**config.mk**
```make
export PLATFORM = sky130hd
export DESIGN_NAME = tiac_stage
export DESIGN_NICKNAME = d
export VERILOG_FILES = /design/src/tiac_pkg.sv /design/src/tiac_stage.sv
export SDC_FILE = /design/constraint.sdc
export NUM_CORES = 2
export LEC_CHECK = 0
export BUFFER_PORTS_ARGS = -buffer_cell sky130_fd_sc_hd__buf_2
export CAP_MARGIN = 30
export CORE_AREA = 2 2 306 308
export CTS_BUF_LIST = sky130_fd_sc_hd__clkbuf_16
export DETAILED_ROUTE_END_ITERATION = 8
export DIE_AREA = 0 0 308 310
export GPL_ROUTABILITY_DRIVEN = 0
export PLACE_DENSITY = 0.62
export SLEW_MARGIN = 25
export SYNTH_ARGS = -nofsm -noshare
export SYNTH_HDL_FRONTEND = slang
export SYNTH_SLANG_ARGS = --single-unit
```
**constraint.sdc**
```tcl
create_clock -name i_clk -period 34.4 [get_ports i_clk]
set_input_delay 0 -clock i_clk [delete_from_list [all_inputs] [get_ports i_clk]]
set_output_delay 0 -clock i_clk [all_outputs]
set_load 0.05 [all_outputs]
```
**src/tiac_pkg.sv**
```systemverilog
// ----------------------------------------------------------------------------
// tiac_pkg
// Shared sizes and types for the endpoint id / address converter pipeline.
// ----------------------------------------------------------------------------
`default_nettype none

package tiac_pkg;

    // Network dimension limit and the number of coordinate fields on the ports
    localparam int MAX_DIMS   = 4;
    localparam int FIELD_DIMS = 4;
    localparam int ACT_DIMS   = (MAX_DIMS < FIELD_DIMS) ? MAX_DIMS : FIELD_DIMS;

    // One divide unit for the local digit plus one per dimension
    localparam int NUM_UNITS       = ACT_DIMS + 1;
    localparam int ID_W            = 32;
    localparam int DIGIT_W         = 16;
    localparam int STEPS_PER_STAGE = 4;
    localparam int STAGES_PER_UNIT = ID_W / STEPS_PER_STAGE;
    localparam int NUM_STAGES      = NUM_UNITS * STAGES_PER_UNIT;

    localparam int UNIT_W = (NUM_UNITS > 1) ? $clog2(NUM_UNITS) : 1;
    localparam int SUB_W  = (STAGES_PER_UNIT > 1) ? $clog2(STAGES_PER_UNIT) : 1;
    localparam int DIMI_W = (ACT_DIMS > 1) ? $clog2(ACT_DIMS) : 1;
    localparam int DIM_W  = $clog2(ACT_DIMS + 1);

    // Register indexes
    localparam logic [2:0] REG_CONC   = 3'd0;
    localparam logic [2:0] REG_DIMS   = 3'd1;
    localparam logic [2:0] REG_RADIX0 = 3'd2;

    // Commands
    localparam logic CMD_SPLIT   = 1'b0;
    localparam logic CMD_COMBINE = 1'b1;

    // Configuration as seen by the pipeline
    typedef struct packed {
        logic [DIGIT_W-1:0]                 conc;
        logic [DIM_W-1:0]                   n;
        logic [ACT_DIMS-1:0][DIGIT_W-1:0]   radix;
    } t_cfg;

    // One word in flight
    typedef struct packed {
        logic                               valid;
        logic                               cmd;
        logic [ID_W-1:0]                    quo;
        logic [DIGIT_W-1:0]                 rem;
        logic [NUM_UNITS-1:0][DIGIT_W-1:0]  digit;
        logic [ID_W-1:0]                    sum;
        logic [ID_W-1:0]                    prod;
        logic                               err;
    } t_stage;

endpackage

`default_nettype wire

```
**src/tiac_stage.sv**
```systemverilog
// ----------------------------------------------------------------------------
// tiac_stage
// One pipeline stage: a few restoring-division steps, plus one
// multiply-accumulate step of the combine path entering each active unit.
// ----------------------------------------------------------------------------
`default_nettype none

module tiac_stage
    import tiac_pkg::*;
(
    input  wire logic               i_clk,
    input  wire logic               i_rst_n,
    input  wire logic               i_en,
    input  wire logic [UNIT_W-1:0]  i_unit,
    input  wire logic [SUB_W-1:0]   i_sub,
    input  wire t_cfg               i_cfg,
    input  wire t_stage             i_d,
    output t_stage                  o_q
);

    t_stage r_q;
    t_stage n_q;

    always_comb begin
        logic [DIGIT_W-1:0]  den;
        logic [DIGIT_W:0]    r17;
        logic                ge;
        logic [UNIT_W-1:0]   dm;
        logic [DIGIT_W-1:0]  dig;
        logic [DIGIT_W-1:0]  rad;
        logic [47:0]         m_sum;
        logic [47:0]         m_prod;
        n_q   = i_d;
        dm    = i_unit - 1'b1;
        dig   = i_d.digit[i_unit];
        rad   = i_cfg.radix[dm[DIMI_W-1:0]];
        den   = (i_unit == '0) ? i_cfg.conc : rad;
        m_sum  = i_d.prod * dig;
        m_prod = i_d.prod * rad;

        // unit entry: restart remainder, step the combine path
        if (i_sub == '0) begin
            n_q.rem = '0;
            if (i_unit == '0) begin
                n_q.sum  = {{(ID_W-DIGIT_W){1'b0}}, dig};
                n_q.prod = {{(ID_W-DIGIT_W){1'b0}}, i_cfg.conc};
                n_q.err  = (dig >= i_cfg.conc);
            end else if ({1'b0, dm} < {1'b0, i_cfg.n}) begin
                n_q.sum  = i_d.sum + m_sum[ID_W-1:0];
                n_q.prod = m_prod[ID_W-1:0];
                n_q.err  = i_d.err | (dig >= rad);
            end
        end

        // restoring division, one quotient bit per step
        for (int k = 0; k < STEPS_PER_STAGE; k++) begin
            r17     = {n_q.rem, n_q.quo[ID_W-1]};
            ge      = (r17 >= {1'b0, den});
            n_q.quo = {n_q.quo[ID_W-2:0], ge};
            n_q.rem = ge ? DIGIT_W'(r17 - {1'b0, den}) : r17[DIGIT_W-1:0];
        end

        // unit exit: remainder is this unit's digit
        if (i_sub == SUB_W'(STAGES_PER_UNIT - 1)) begin
            n_q.digit[i_unit] = n_q.rem;
        end
    end

    always_ff @(posedge i_clk) begin
        if (!i_rst_n) begin
            r_q.valid <= 1'b0;
        end else if (i_en) begin
            r_q <= n_q;
        end
    end

    assign o_q = r_q;

endmodule

`default_nettype wire

```
== Yosys cells after proc, flatten, opt, wreduce, memory -nomap -nowiden ==
Cells that the tools add are included.

* Bits in registers: 195
* Input bits: 287
* Word-level logic and storage cells: 53

* Add/subtract/negate cells: 6
* Multipliers: 2
* Order comparisons: 10
* Equal/unequal tests: 1
* Multiplexer cells: 17
* Bitwise logic cells: 1
* Reductions and logical operators: 4

{| class="wikitable"
|+ Operator list
! operator !! count
|-
| two-way mux 65 bit || 3
|-
| two-way mux 16 bit || 9
|-
| bitwise mux 80 bit || 1
|-
| two-way mux 80 bit || 1
|-
| >= comparator 17 x 16 -> 1 bit || 4
|-
| multiplier 32 x 16 -> 32 bit || 2
|-
| subtractor 16 bit || 4
|-
| binary-select mux 16 bit (select 3 bit) || 1
|-
| demux 16 bit (select 3 bit) || 1
|-
| adder 32 bit || 1
|-
| binary-select mux 16 bit (select 2 bit) || 1
|-
| >= comparator 16 bit || 2
|-
| zero test 3 bit || 2
|-
| less-than comparator 3 x 4 -> 1 bit (second input constant) || 1
|-
| == test 3 bit (second input constant) || 1
|-
| >= comparator 3 x 1 -> 1 bit (second input constant) || 1
|-
| less-than comparator 2 x 3 -> 1 bit (second input constant) || 1
|-
| less-than comparator 3 bit || 1
|-
| subtractor 3 x 1 -> 3 bit (second input constant) || 1
|-
| AND reduction 2 bit || 1
|-
| logical AND 1 bit || 1
|-
| OR 1 bit || 1
|}

== Logic depth before layout (Yosys ltp) ==
* Depth in word-level cells: 14
* Depth in mapped cells: 56

== Worst setup path after synthesis ==
OpenSTA, ideal clock, no wires.

* Kind: input to register
* From: in i_unit[0]
* To: reg r_q (netlist bit o_q[135]), data pin
* Setup time: 269 ps
* Data arrival time: 11,626 ps
* Path slack: 22,506 ps
* Cell stages on the path: 51
* Path buffers: 9
* Path through: buf_2 -> inv_1 -> buf_1 -> ha_1 -> clkbuf_1 -> mux4_2 -> nand2_1 -> a21boi_0 -> ha_1 -> nor2b_1 -> o31ai_2 -> a21o_1 -> a31oi_1 -> nor2_2 -> inv_2 -> buf_2 -> buf_1 -> mux2_2 -> [... 15 more ...] -> o31ai_1 -> o211ai_1 -> o2bb2ai_1 -> nor2_1 -> nor2_1 -> inv_2 -> buf_2 -> mux2_2 -> ha_1 -> a21o_1 -> a21o_1 -> a21o_1 -> o41a_1 -> and2_1 -> o41ai_4 -> buf_6 -> mux2i_1 -> o21ai_1

{| class="wikitable"
|+ RTL lines
! element !! RTL line !! text
|-
| start, declared || tiac_stage.sv:14 || <nowiki>input wire logic [UNIT_W-1:0] i_unit,</nowiki>
|-
| end signal, assigned || tiac_stage.sv:73 || <nowiki>r_q <= n_q;</nowiki>
|-
| end, declared || tiac_stage.sv:21 || <nowiki>t_stage r_q;</nowiki>
|}

==> results.json <==
{
  "grt_use_total": 0.266,
  "fin_skew_ns": 0,
  "largest_reg_flops": 195,
  "grt_pass1_wl_um": 190000,
  "io_pins": 482,
  "critPathCaptureType": "flip-flop",
  "die_x_um": 308,
  "rows": 112,
  "ys_top_cells_by_area": "fa_1 35%, edfxtp_1 16%, ha_1 8.0%, nand2_1 7.7%, inv_1 7.7%",
  "hold_path_class": "input pin to flip-flop",
  "die_y_um": 310,
  "avgSynthCellArea_sq_um": 9.16,
  "r2r-start": "o_q[194]",
  "drcViolationCount": 0,
  "synth_fp_nets": 5156,
  "synthToLayoutAreaGrowth_pct": 16.2,
  "grt_max_degree": 79,
  "setup_tns_ns": 0,
  "wl_um": 125000,
  "slew_viol_final": 0,
  "start_kind": "input pin",
  "dr.pass1.iters": 5,
  "async_reset_ff_frac": 0,
  "maxCapViolations": 0,
  "worst_slew_pin_slew_ns": 1.16,
  "clockBufferDepth": 2,
  "synth_top_flop_cell": "edfxtp_1",
  "place_hpwl_um": 93800,
  "crit_path_top_delay_cell": "o41ai_4",
  "synth_top_area_frac": 0.351,
  "drive_gt1_frac": 0.154,
  "wl_per_cell_um": 21.8,
  "hold_violations": 0,
  "cts_inserted_buffers": 17,
  "multi_input_comb_area_sq_um": 27300,
  "clk_pin_slew_ns": 0.08,
  "synth_common_cells": "751 x nand2_1, 746 x inv_1, 642 x fa_1",
  "worst_r2r_endpoint": "o_q[194]",
  "io_buffers": 481,
  "timing.fmax_ghz": 0.0668,
  "clock-sinks": 195,
  "ant_nets": 0,
  "slew_headroom": 0.217,
  "cts_root_buf": "clkbuf_16",
  "period_minus_slack_ns": 14.97,
  "path_class": "input pin to flip-flop",
  "crit_end": "o_q[134]",
  "utilization": 0.460,
  "yosysWarnings": 0,
  "worstPathArrival_ns": 15.24,
  "core_area_sq_um": 92500,
  "r2r.worst_path.cells": 3,
  "h-tree-depth": 4,
  "cpMostUsedCell": "ha_1",
  "dieArea_sq_um": 95500,
  "ys_types": 78,
  "status": "completed",
  "yosysTopAreaCell": "fa_1",
  "synth_edf_count": 194,
  "synthCells": 3994,
  "clk_latency_ns": 0.54,
  "slowest_delay_ns": 0.81,
  "critPathMaxFanout": 37,
  "grt_remaining_overflow": 0,
  "layout_worst_path_cycle_share": 0.435,
  "setup_violations": 0,
  "start_util": 0.395,
  "vias": 30900,
  "grt_pass1_vias": 31700,
  "fin_nets": 5660,
  "viasPerCell": 5.40,
  "synth_seq_cells": 195,
  "yosysSeqAreaShare": 0.160,
  "regToRegSetupSlack_ns": 33.26,
  "fillCellCount": 8941,
  "rsz0062_at_grt": "false",
  "antenna_found_initial": 14,
  "synthesis.area_sq_um": 36600,
  "cts.repair.resized": 0,
  "cp-startpoint": "i_unit[0]",
  "cts_tree": "yes",
  "regArea_sq_um": 5850,
  "drt-initial-drc-count": 2386,
  "crit_required_ns": 34.68,
  "yosysMostFrequentCell": "nand2_1"
}
cell type report:
cell class,count,area share
multi-input cells,2840,0.641
clock inverters,15,0.00565
well taps,1197,0.0352
clock buffers,17,0.0100
flip-flops and latches,195,0.138
inverters,748,0.0661
repair buffers,696,0.104
diodes,7,0.000412
metrics by stage:
step                      worst slack, ns  cell area [sq um]  hold slack (ns)  std cells
after floorplan                     22.51              36600           0.0989       3994
after global placement              19.50              40300            0.177       5525
after detailed placement            19.42              40300            0.178       5527
after CTS                           19.62              42500           0.0489       5706
after global routing                18.48              42500           0.0694       5713
final                               19.43              42500           0.0304       5715
placed cells by master (no fill, tap or decap), types with 24 or more instances in the layout:
cell           netlist  routed
a21oi_1            116     114
nor3_1              30      29
and2_1             190     189
mux2_2              37      37
mux2i_1             34      34
o21ai_0            101      97
o22ai_1             32      24
ha_1               233     233
buf_4                0      64
nand2_1            751     751
inv_1              746     746
a22oi_1             24      24
edfxtp_1           194     194
fa_1               642     642
nor2b_1             41      40
buf_2                6     481
xnor2_1            120     120
a21o_1              44      44
o21ai_1             50      46
nor2_1              99      98
xor2_1              31      31
dlygate4sd3_1        0     147
kinds of logic after synthesis:
family,Yosys count,share of synthesized area
AO/OA/AOI/OAI,513,0.0896
XOR/XNOR,152,0.0368
adder cells (fa/ha/maj),875,0.431
buffers and inverters,959,0.0989
flip-flops,195,0.160
multiplexers,103,0.0383
AND/OR/NAND/NOR,1197,0.146
worst max-delay path: cells and delay by family:
kind	cells	cell delay [ns]
AOI/OAI and AO/OA	15	3.95
and+or+nand+nor	13	3.01
buffers and inverters	8	2.99
muxes	6	3.06
adders and majority gates	5	2.07
layer usage:
layer  global-route usage  part of all wire
met1                0.349              0.40
met2                0.423              0.46
met3               0.0583             0.092
met4                0.117             0.046
met5                    0           0.00071
how the worst min path moves through the flow:
stage	start	end	cells past startpoint
after floorplan	i_d[161]	o_q[165]	0
after global placement	i_d[182]	o_q[186]	1
after detailed placement	i_d[172]	o_q[176]	1
after CTS	i_d[30]	o_q[30]	2
after global routing	i_d[49]	o_q[49]	3
final	i_d[49]	o_q[49]	3
timing repair:
item	4_1_cts	5_1_grt
setup buffers	0	0
endpoints found under the setup margin	0	0
hold endpoints to repair	142	0
hold buffers	147	0
Power is left out: the tool's default activity adds up to more than one toggle a clock period on the data nets, which glitch-free logic cannot reach.
